==> src/lnet_pkg.sv <==
// ----------------------------------------------------------------------------
// lnet_pkg
// Shared types, command codes and the microcode table of the two-layer
// linear network with argmax decision.
// ----------------------------------------------------------------------------
package lnet_pkg;

  // command codes
  localparam logic [2:0] CMD_W1    = 3'd0;
  localparam logic [2:0] CMD_W2    = 3'd1;
  localparam logic [2:0] CMD_INPUT = 3'd2;
  localparam logic [2:0] CMD_EVAL  = 3'd3;
  localparam logic [2:0] CMD_CLEAR = 3'd4;

  // microcode step addresses
  localparam logic [3:0] S_IDLE      = 4'd0;
  localparam logic [3:0] S_DISPATCH  = 4'd1;
  localparam logic [3:0] S_W1_READ   = 4'd2;
  localparam logic [3:0] S_P_MUL     = 4'd3;
  localparam logic [3:0] S_K_ISSUE   = 4'd4;
  localparam logic [3:0] S_J_ADV     = 4'd5;
  localparam logic [3:0] S_I_ADV     = 4'd6;
  localparam logic [3:0] S_SCAN_PREP = 4'd7;
  localparam logic [3:0] S_SCAN      = 4'd8;
  localparam logic [3:0] S_EMIT      = 4'd9;

  // jump conditions
  localparam logic [2:0] C_NONE     = 3'd0;
  localparam logic [2:0] C_ALWAYS   = 3'd1;
  localparam logic [2:0] C_NOT_EVAL = 3'd2;
  localparam logic [2:0] C_K_MORE   = 3'd3;
  localparam logic [2:0] C_J_MORE   = 3'd4;
  localparam logic [2:0] C_I_MORE   = 3'd5;

  typedef struct packed {
    logic [2:0] cond;
    logic [3:0] target;
    logic       clr_cnt;   // clear all loop counters and addresses
    logic       clr_k;
    logic       w1_rd;     // read first weight and input value
    logic       p_ld;      // form input times first weight
    logic       w2_iss;    // issue one output term into the pipeline
    logic       j_adv;
    logic       i_adv;
    logic       scan_clr;
    logic       scan_cmp;
    logic       emit;
  } ctrl_t;

  typedef struct packed {
    logic is_eval;
    logic i_last;
    logic j_last;
    logic k_last;
  } stat_t;

  function automatic ctrl_t ucode(logic [3:0] pc);
    ctrl_t c;
    c = '0;
    case (pc)
      S_DISPATCH: begin
        c.clr_cnt = 1'b1;
        c.cond    = C_NOT_EVAL;
        c.target  = S_SCAN_PREP;
      end
      S_W1_READ: begin
        c.w1_rd = 1'b1;
        c.clr_k = 1'b1;
      end
      S_P_MUL: begin
        c.p_ld = 1'b1;
      end
      S_K_ISSUE: begin
        c.w2_iss = 1'b1;
        c.cond   = C_K_MORE;
        c.target = S_K_ISSUE;
      end
      S_J_ADV: begin
        c.j_adv  = 1'b1;
        c.cond   = C_J_MORE;
        c.target = S_W1_READ;
      end
      S_I_ADV: begin
        c.i_adv  = 1'b1;
        c.cond   = C_I_MORE;
        c.target = S_W1_READ;
      end
      S_SCAN_PREP: begin
        c.scan_clr = 1'b1;
      end
      S_SCAN: begin
        c.scan_cmp = 1'b1;
        c.cond     = C_K_MORE;
        c.target   = S_SCAN;
      end
      S_EMIT: begin
        c.emit   = 1'b1;
        c.cond   = C_ALWAYS;
        c.target = S_IDLE;
      end
      default: begin
        c = '0;
      end
    endcase
    return c;
  endfunction

endpackage

==> src/lnet_seq.sv <==
// ----------------------------------------------------------------------------
// lnet_seq
// Microcode sequencer: step counter, control table lookup and conditional
// jumps on the loop status of the datapath.
// ----------------------------------------------------------------------------
module lnet_seq (
  input  logic            clk,
  input  logic            rst,
  input  logic            start,
  input  lnet_pkg::stat_t stat,
  output logic            busy,
  output lnet_pkg::ctrl_t ctrl
);
  import lnet_pkg::*;

  logic [3:0] pc;
  logic [3:0] pc_next;
  logic       take;

  assign ctrl = ucode(pc);
  assign busy = (pc != S_IDLE);

  always_comb begin
    case (ctrl.cond)
      C_NONE:     take = 1'b0;
      C_ALWAYS:   take = 1'b1;
      C_NOT_EVAL: take = !stat.is_eval;
      C_K_MORE:   take = !stat.k_last;
      C_J_MORE:   take = !stat.j_last;
      C_I_MORE:   take = !stat.i_last;
      default:    take = 1'b0;
    endcase
  end

  always_comb begin
    if (pc == S_IDLE) begin
      pc_next = start ? S_DISPATCH : S_IDLE;
    end else if (take) begin
      pc_next = ctrl.target;
    end else begin
      pc_next = pc + 4'd1;
    end
  end

  always_ff @(posedge clk) begin
    if (rst) begin
      pc <= S_IDLE;
    end else begin
      pc <= pc_next;
    end
  end

endmodule

==> src/linear_two_layer_net_argmax_unit.sv <==
// ----------------------------------------------------------------------------
// linear_two_layer_net_argmax_unit
// Two-layer linear network with saturating accumulators and argmax report.
// ----------------------------------------------------------------------------
// Usage:
//   Present command, row_index, column_index and data_value with start high;
//   the transaction is taken on a clock edge where busy is low. Writes and
//   clear take effect on that edge. One result per transaction: decision and
//   has_decision are valid for the single cycle in which done is high, and
//   the receiver must take it then.
// One transaction at a time; start is taken again in the done cycle.
// The evaluation loop is set by the single shared multiplier path, which takes
// one output term per cycle plus three control steps per hidden unit and input
// and the I_ADV step of each input; the argmax reads one accumulator per cycle.
// Reset clears input values and accumulators; weights are undefined until
// written.
// ----------------------------------------------------------------------------
module linear_two_layer_net_argmax_unit #(
  parameter int NUM_INPUTS  = 4,
  parameter int NUM_HIDDEN  = 8,
  parameter int NUM_OUTPUTS = 4
) (
  input  logic               clk,
  input  logic               rst,
  input  logic               start,
  input  logic [2:0]         command,
  input  logic [3:0]         row_index,
  input  logic [3:0]         column_index,
  input  logic signed [15:0] data_value,
  output logic               busy,
  output logic               done,
  output logic [3:0]         decision,
  output logic               has_decision
);
  import lnet_pkg::*;

  localparam int IW  = (NUM_INPUTS  > 1) ? $clog2(NUM_INPUTS)  : 1;
  localparam int JW  = (NUM_HIDDEN  > 1) ? $clog2(NUM_HIDDEN)  : 1;
  localparam int KW  = (NUM_OUTPUTS > 1) ? $clog2(NUM_OUTPUTS) : 1;
  localparam int A1N = NUM_INPUTS * NUM_HIDDEN;
  localparam int A2N = NUM_HIDDEN * NUM_OUTPUTS;
  localparam int A1W = (A1N > 1) ? $clog2(A1N) : 1;
  localparam int A2W = (A2N > 1) ? $clog2(A2N) : 1;
  localparam logic [4:0] NI5 = 5'(NUM_INPUTS);
  localparam logic [4:0] NH5 = 5'(NUM_HIDDEN);
  localparam logic [4:0] NO5 = 5'(NUM_OUTPUTS);
  localparam logic signed [47:0] SUM_MAX = {1'b0, {47{1'b1}}};
  localparam logic signed [47:0] SUM_MIN = {1'b1, {47{1'b0}}};

  ctrl_t ctrl;
  stat_t stat;
  logic  accept;

  logic [2:0]     cmd_q;
  logic [IW-1:0]  i;
  logic [JW-1:0]  j;
  logic [KW-1:0]  k;
  logic [A1W-1:0] a1;
  logic [A2W-1:0] a2;

  logic signed [15:0] w1_mem [A1N];
  logic signed [15:0] w2_mem [A2N];
  logic signed [15:0] in_vals [NUM_INPUTS];
  logic signed [47:0] sums [NUM_OUTPUTS];

  logic signed [15:0] w1_q;
  logic signed [15:0] w2_q;
  logic signed [15:0] in_q;
  logic signed [31:0] p;
  logic signed [47:0] t;
  logic [KW-1:0]      rd_k1;
  logic               rd_v1;
  logic [KW-1:0]      t_k;
  logic               t_v;

  logic [KW-1:0]      rd_idx;
  logic signed [47:0] rd_sum;
  logic signed [48:0] sum_wide;
  logic signed [47:0] sum_sat;

  logic signed [47:0] best;
  logic [KW-1:0]      best_idx;
  logic               found;

  logic               w1_we;
  logic               w2_we;
  logic               in_we;
  logic [A1W-1:0]     w1_waddr;
  logic [A2W-1:0]     w2_waddr;

  assign accept = start && !busy;

  assign stat.is_eval = (cmd_q == CMD_EVAL);
  assign stat.i_last  = (i == IW'(NUM_INPUTS - 1));
  assign stat.j_last  = (j == JW'(NUM_HIDDEN - 1));
  assign stat.k_last  = (k == KW'(NUM_OUTPUTS - 1));

  lnet_seq u_seq (
    .clk   (clk),
    .rst   (rst),
    .start (start),
    .stat  (stat),
    .busy  (busy),
    .ctrl  (ctrl)
  );

  // write decode
  assign w1_we = accept && (command == CMD_W1) &&
                 ({1'b0, row_index} < NI5) && ({1'b0, column_index} < NH5);
  assign w2_we = accept && (command == CMD_W2) &&
                 ({1'b0, row_index} < NH5) && ({1'b0, column_index} < NO5);
  assign in_we = accept && (command == CMD_INPUT) && ({1'b0, row_index} < NI5);
  assign w1_waddr = A1W'(int'(row_index) * NUM_HIDDEN + int'(column_index));
  assign w2_waddr = A2W'(int'(row_index) * NUM_OUTPUTS + int'(column_index));

  always_ff @(posedge clk) begin
    if (accept) begin
      cmd_q <= command;
    end
  end

  // loop counters
  always_ff @(posedge clk) begin
    if (rst || ctrl.clr_cnt) begin
      i  <= '0;
      j  <= '0;
      k  <= '0;
      a1 <= '0;
      a2 <= '0;
    end else begin
      if (ctrl.clr_k || ctrl.scan_clr) begin
        k <= '0;
      end
      if (ctrl.w2_iss || ctrl.scan_cmp) begin
        k <= k + 1'b1;
      end
      if (ctrl.w2_iss) begin
        a2 <= a2 + 1'b1;
      end
      if (ctrl.j_adv) begin
        j  <= j + 1'b1;
        a1 <= a1 + 1'b1;
      end
      if (ctrl.i_adv) begin
        i  <= i + 1'b1;
        j  <= '0;
        a2 <= '0;
      end
    end
  end

  // weight memories
  always_ff @(posedge clk) begin
    if (w1_we) begin
      w1_mem[w1_waddr] <= data_value;
    end
    if (ctrl.w1_rd) begin
      w1_q <= w1_mem[a1];
    end
  end

  always_ff @(posedge clk) begin
    if (w2_we) begin
      w2_mem[w2_waddr] <= data_value;
    end
    if (ctrl.w2_iss) begin
      w2_q <= w2_mem[a2];
    end
  end

  always_ff @(posedge clk) begin
    if (rst) begin
      for (int n = 0; n < NUM_INPUTS; n++) begin
        in_vals[n] <= '0;
      end
    end else if (in_we) begin
      in_vals[row_index[IW-1:0]] <= data_value;
    end
  end

  // product pipeline: input*w1, then times w2, then saturating add
  always_ff @(posedge clk) begin
    if (ctrl.w1_rd) begin
      in_q <= in_vals[i];
    end
    if (ctrl.p_ld) begin
      p <= 32'(in_q) * 32'(w1_q);
    end
    if (rd_v1) begin
      t <= 48'(p) * 48'(w2_q);
    end
    rd_k1 <= k;
    t_k   <= rd_k1;
  end

  always_ff @(posedge clk) begin
    if (rst) begin
      rd_v1 <= 1'b0;
      t_v   <= 1'b0;
    end else begin
      rd_v1 <= ctrl.w2_iss;
      t_v   <= rd_v1;
    end
  end

  // one accumulator read port, shared by the add stage and the scan
  assign rd_idx   = t_v ? t_k : k;
  assign rd_sum   = sums[rd_idx];
  assign sum_wide = {rd_sum[47], rd_sum} + {t[47], t};
  assign sum_sat  = (sum_wide[48] != sum_wide[47]) ?
                    (sum_wide[48] ? SUM_MIN : SUM_MAX) : sum_wide[47:0];

  always_ff @(posedge clk) begin
    if (rst || (accept && (command == CMD_CLEAR))) begin
      for (int n = 0; n < NUM_OUTPUTS; n++) begin
        sums[n] <= '0;
      end
    end else if (t_v) begin
      sums[t_k] <= sum_sat;
    end
  end

  // argmax scan: strictly greater wins, so the lowest index keeps a tie
  always_ff @(posedge clk) begin
    if (rst || ctrl.scan_clr) begin
      best     <= '0;
      best_idx <= '0;
      found    <= 1'b0;
    end else if (ctrl.scan_cmp && (rd_sum > best)) begin
      best     <= rd_sum;
      best_idx <= k;
      found    <= 1'b1;
    end
  end

  always_ff @(posedge clk) begin
    if (rst) begin
      done <= 1'b0;
    end else begin
      done <= ctrl.emit;
    end
  end

  assign decision     = 4'(best_idx);
  assign has_decision = found;

endmodule

==> config.mk <==
export PLATFORM = sky130hd
export DESIGN_NAME = linear_two_layer_net_argmax_unit
export DESIGN_NICKNAME = d
export VERILOG_FILES = /design/src/lnet_pkg.sv /design/src/lnet_seq.sv /design/src/linear_two_layer_net_argmax_unit.sv
export SDC_FILE = /design/constraint.sdc
export NUM_CORES = 2
export LEC_CHECK = 0
export ABC_CLOCK_PERIOD_IN_PS = 19450
export BUFFER_PORTS_ARGS = -buffer_cell sky130_fd_sc_hd__buf_2
export CORE_MARGIN = 8
export CORE_UTILIZATION = 35
export CTS_BUF_LIST = sky130_fd_sc_hd__clkbuf_8 sky130_fd_sc_hd__clkbuf_16
export DETAILED_ROUTE_END_ITERATION = 7
export PLACE_DENSITY = 0.47
export SYNTH_ARGS = -nofsm -noshare
export SYNTH_HDL_FRONTEND = slang
export SYNTH_HIERARCHICAL = 1
export SYNTH_SLANG_ARGS = --single-unit
==> constraint.sdc <==
create_clock -name clk -period 19.45 [get_ports clk]
set_input_delay 0.9725 -clock clk [delete_from_list [all_inputs] [get_ports clk]]
set_output_delay 0.9725 -clock clk [all_outputs]
set_load 0.05 [all_outputs]
==> results_tabular.tex <==
\begin{tabular}{lr}
\hline
Metric & Value \\
\hline
\multicolumn{2}{l}{\textbf{Run status}} \\
Result of the run & complete, no violations \\
\multicolumn{2}{l}{\textbf{Cells and area}} \\
Number of fill cells in the layout & 23786 \\
Final design area excluding fillers & 0.09877 mm² \\
Leading cell types in the layout, fill and taps excluded & 1411 x edfxtp\_1, 960 x inv\_1, 750 x fa\_1, 501 x nand2\_1, 460 x nor2\_1 \\
Leading cell type in the layout, fill and taps excluded & edfxtp\_1 \\
Fraction of final layout cells with drive strength greater than 1 & 0.1372 \\
Post-layout utilization of the core & 0.3904 \\
Storage cell area & 0.04397 mm² \\
Area grow syn2layout & 11.32\% \\
Nets & 7583 \\
Multi-input gate area in the final layout & 0.04034 mm² \\
\multicolumn{2}{l}{\textbf{Floorplan}} \\
Die footprint & 0.2699 mm² \\
Vert. Die Dim & 519.5 µm \\
Site row count & 185 \\
Die extent in x & 519.5 µm \\
Core box area & 0.2530 mm² \\
I/O pins & 37 \\
Starting density of the core & 0.3507 \\
\multicolumn{2}{l}{\textbf{Clock network}} \\
Clock root buffer master & clkbuf\_16 \\
Post CTS Setup Buffer Count & 0 \\
Clock network latency to the later pin of the worst-skew pair & 0.85 ns \\
CTS tree & built \\
Clock-pin slew of the registers on the worst-case setup and hold paths & 0.06 ns \\
Maximum number of buffers from clock root to sink & 3 \\
Count of cells resized by post-cts repair & 0 \\
CTS H-tree depth & 4 \\
Post-cts hold buffer count & 0 \\
Total number of clock tree sinks & 1490 \\
Number of buffers added by the clock tree synthesis step & 167 \\
\multicolumn{2}{l}{\textbf{Global route}} \\
First-pass GRT wire length & 351.4 mm \\
Maximum number of pins on one net before global-route repair & 100 \\
Initial antenna violation count & 7 \\
Met3 track demand over resource in global routing & 0.02462 \\
GR Overflow Total & 0 \\
Gr usage total & 0.1724 \\
Via count of the first global-routing pass & 54210 \\
Routing usage on met2 & 0.2963 \\
Layer with the highest usage & met2 \\
Met1 demand-to-capacity share in global routing & 0.2304 \\
\multicolumn{2}{l}{\textbf{Timing}} \\
Count of endpoints failing setup in the final report & 0 \\
Max Slew Vio Count & 0 \\
Final hold slack & 0.2793 ns \\
Final clock period utilization by the worst path & 0.4010 \\
Fin Clk Skew & 0.07536 ns \\
Slew headroom & 0.2367 \\
Achievable clock frequency & 128.2 MHz \\
Total negative slack & 0 ns \\
Post-layout min period & 7.800 ns \\
Setup repair after global routing missed its margin & no \\
Final Hold Violating Endpoints & 0 \\
Slew at the pin closest to its max-slew limit & 1.145 ns \\
\multicolumn{2}{l}{\textbf{Critical path}} \\
Ordered list of cells on the worst path & nand2\_1 > fa\_1 > fa\_1 > inv\_1 > fa\_1 > fa\_1 > fa\_1 > inv\_1 > fa\_1 > inv\_1 > ha\_1 > a21oi\_1 > o21ai\_0 > a211oi\_1 > nor3\_1 > nor4\_1 > o21ai\_0 > a21oi\_1 > nor3\_1 > a211oi\_1 > xnor2\_1 \\
Critical path peak fanout & 32 \\
Crit start category & flop \\
Slowest CP cell & edfxtp\_1 \\
Required time worst endpoint & 19.95 ns \\
Buffer and inverter count on the worst path & 3 \\
Most frequent cell on the critical path & fa\_1 \\
Crit-path max cell delay & 1.07 ns \\
Arr. time, crit path & 8.30 ns \\
Type of the worst setup path & reg2reg \\
Top Family by Delay on Critical Path & adder cells \\
Critical path endpoint category & flop \\
\multicolumn{2}{l}{\textbf{Yosys}} \\
Cell area after synthesis & 0.08873 mm² \\
Cell count after synthesis & 6433 \\
Synth Warn \# & 6 \\
Average instance area after synthesis & 13.79 µm² \\
\multicolumn{2}{l}{\textbf{Detailed routing}} \\
Antenna Violating Nets Remaining & 0 \\
Initial DRT Pass Iterations & 7 \\
DR vias & 50098 \\
Detailed Route WL & 233.9 mm \\
Wirelength per Cell & 23.35 µm \\
Number of DRC markers after the initial detailed-route iteration & 3334 \\
Number of vias per cell after detailed routing & 5.001 \\
Post-detailed-route DRC marker count & 0 \\
\multicolumn{2}{l}{\textbf{Place}} \\
Detail Placement HPWL & 155.1 mm \\
Input/output buffers & 34 \\
Cell area after placement & 0.09328 mm² \\
RD Place Congestion & 0.8212 \\
\multicolumn{2}{l}{\textbf{Run}} \\
Maximum Capacitance Violations & 0 \\
\multicolumn{2}{l}{\textbf{Hold path}} \\
Hold crit path type & reg2reg \\
\hline
\end{tabular}
metal layers:
layer | share of wire | up-vias
li1 | - | 22271
met1 | 0.44 | 26504
met2 | 0.50 | 1046
met3 | 0.041 | 277
met4 | 0.026 | 0
met5 | 0 | -
state kept, by name, indices dropped and copies added, names as in the netlist:
register,count
a1,5
a2,5
best,48
best_idx,2
cmd_q,3
done,1
has_decision,1
i,2
in_q,16
in_vals,64
j,3
k,2
p,32
rd_k1,2
rd_v1,1
sums,192
t,48
t_k,2
t_v,1
u_seq/pc,4
w1_mem,512
w1_q,16
w2_mem,512
w2_q,16
worst paths after layout:
path / end / startpoint / cells after the start / slack, ns
setup / recovery: t[47] / w2_q[13] / 21 / 11.65
hold / removal: t_k[1] / rd_k1[1] / 0 / 0.28
setup reg to reg: t[47] / w2_q[13] / 21 / 11.65
hold reg to reg: t_k[1] / rd_k1[1] / 0 / 0.28
through the flow:
step,worst slack (ns),cells
detailed placement,11.60,9696
CTS,11.56,10007
global placement,11.59,9696
global route,11.09,10010
floorplan,12.96,6434
finish,11.65,10017
area by class of cell:
cell class	instances	area share
antenna	10	0.0002533
clock buffer	173	0.04326
clock inverter	138	0.01212
inverter	922	0.03504
multi-input combinational	3736	0.4084
sequential	1490	0.4452
tap	3366	0.04264
timing repair buffer	182	0.01310
Power is not shown: default switching activity piles up to over one toggle a cycle in this logic, so the estimate is an artifact.
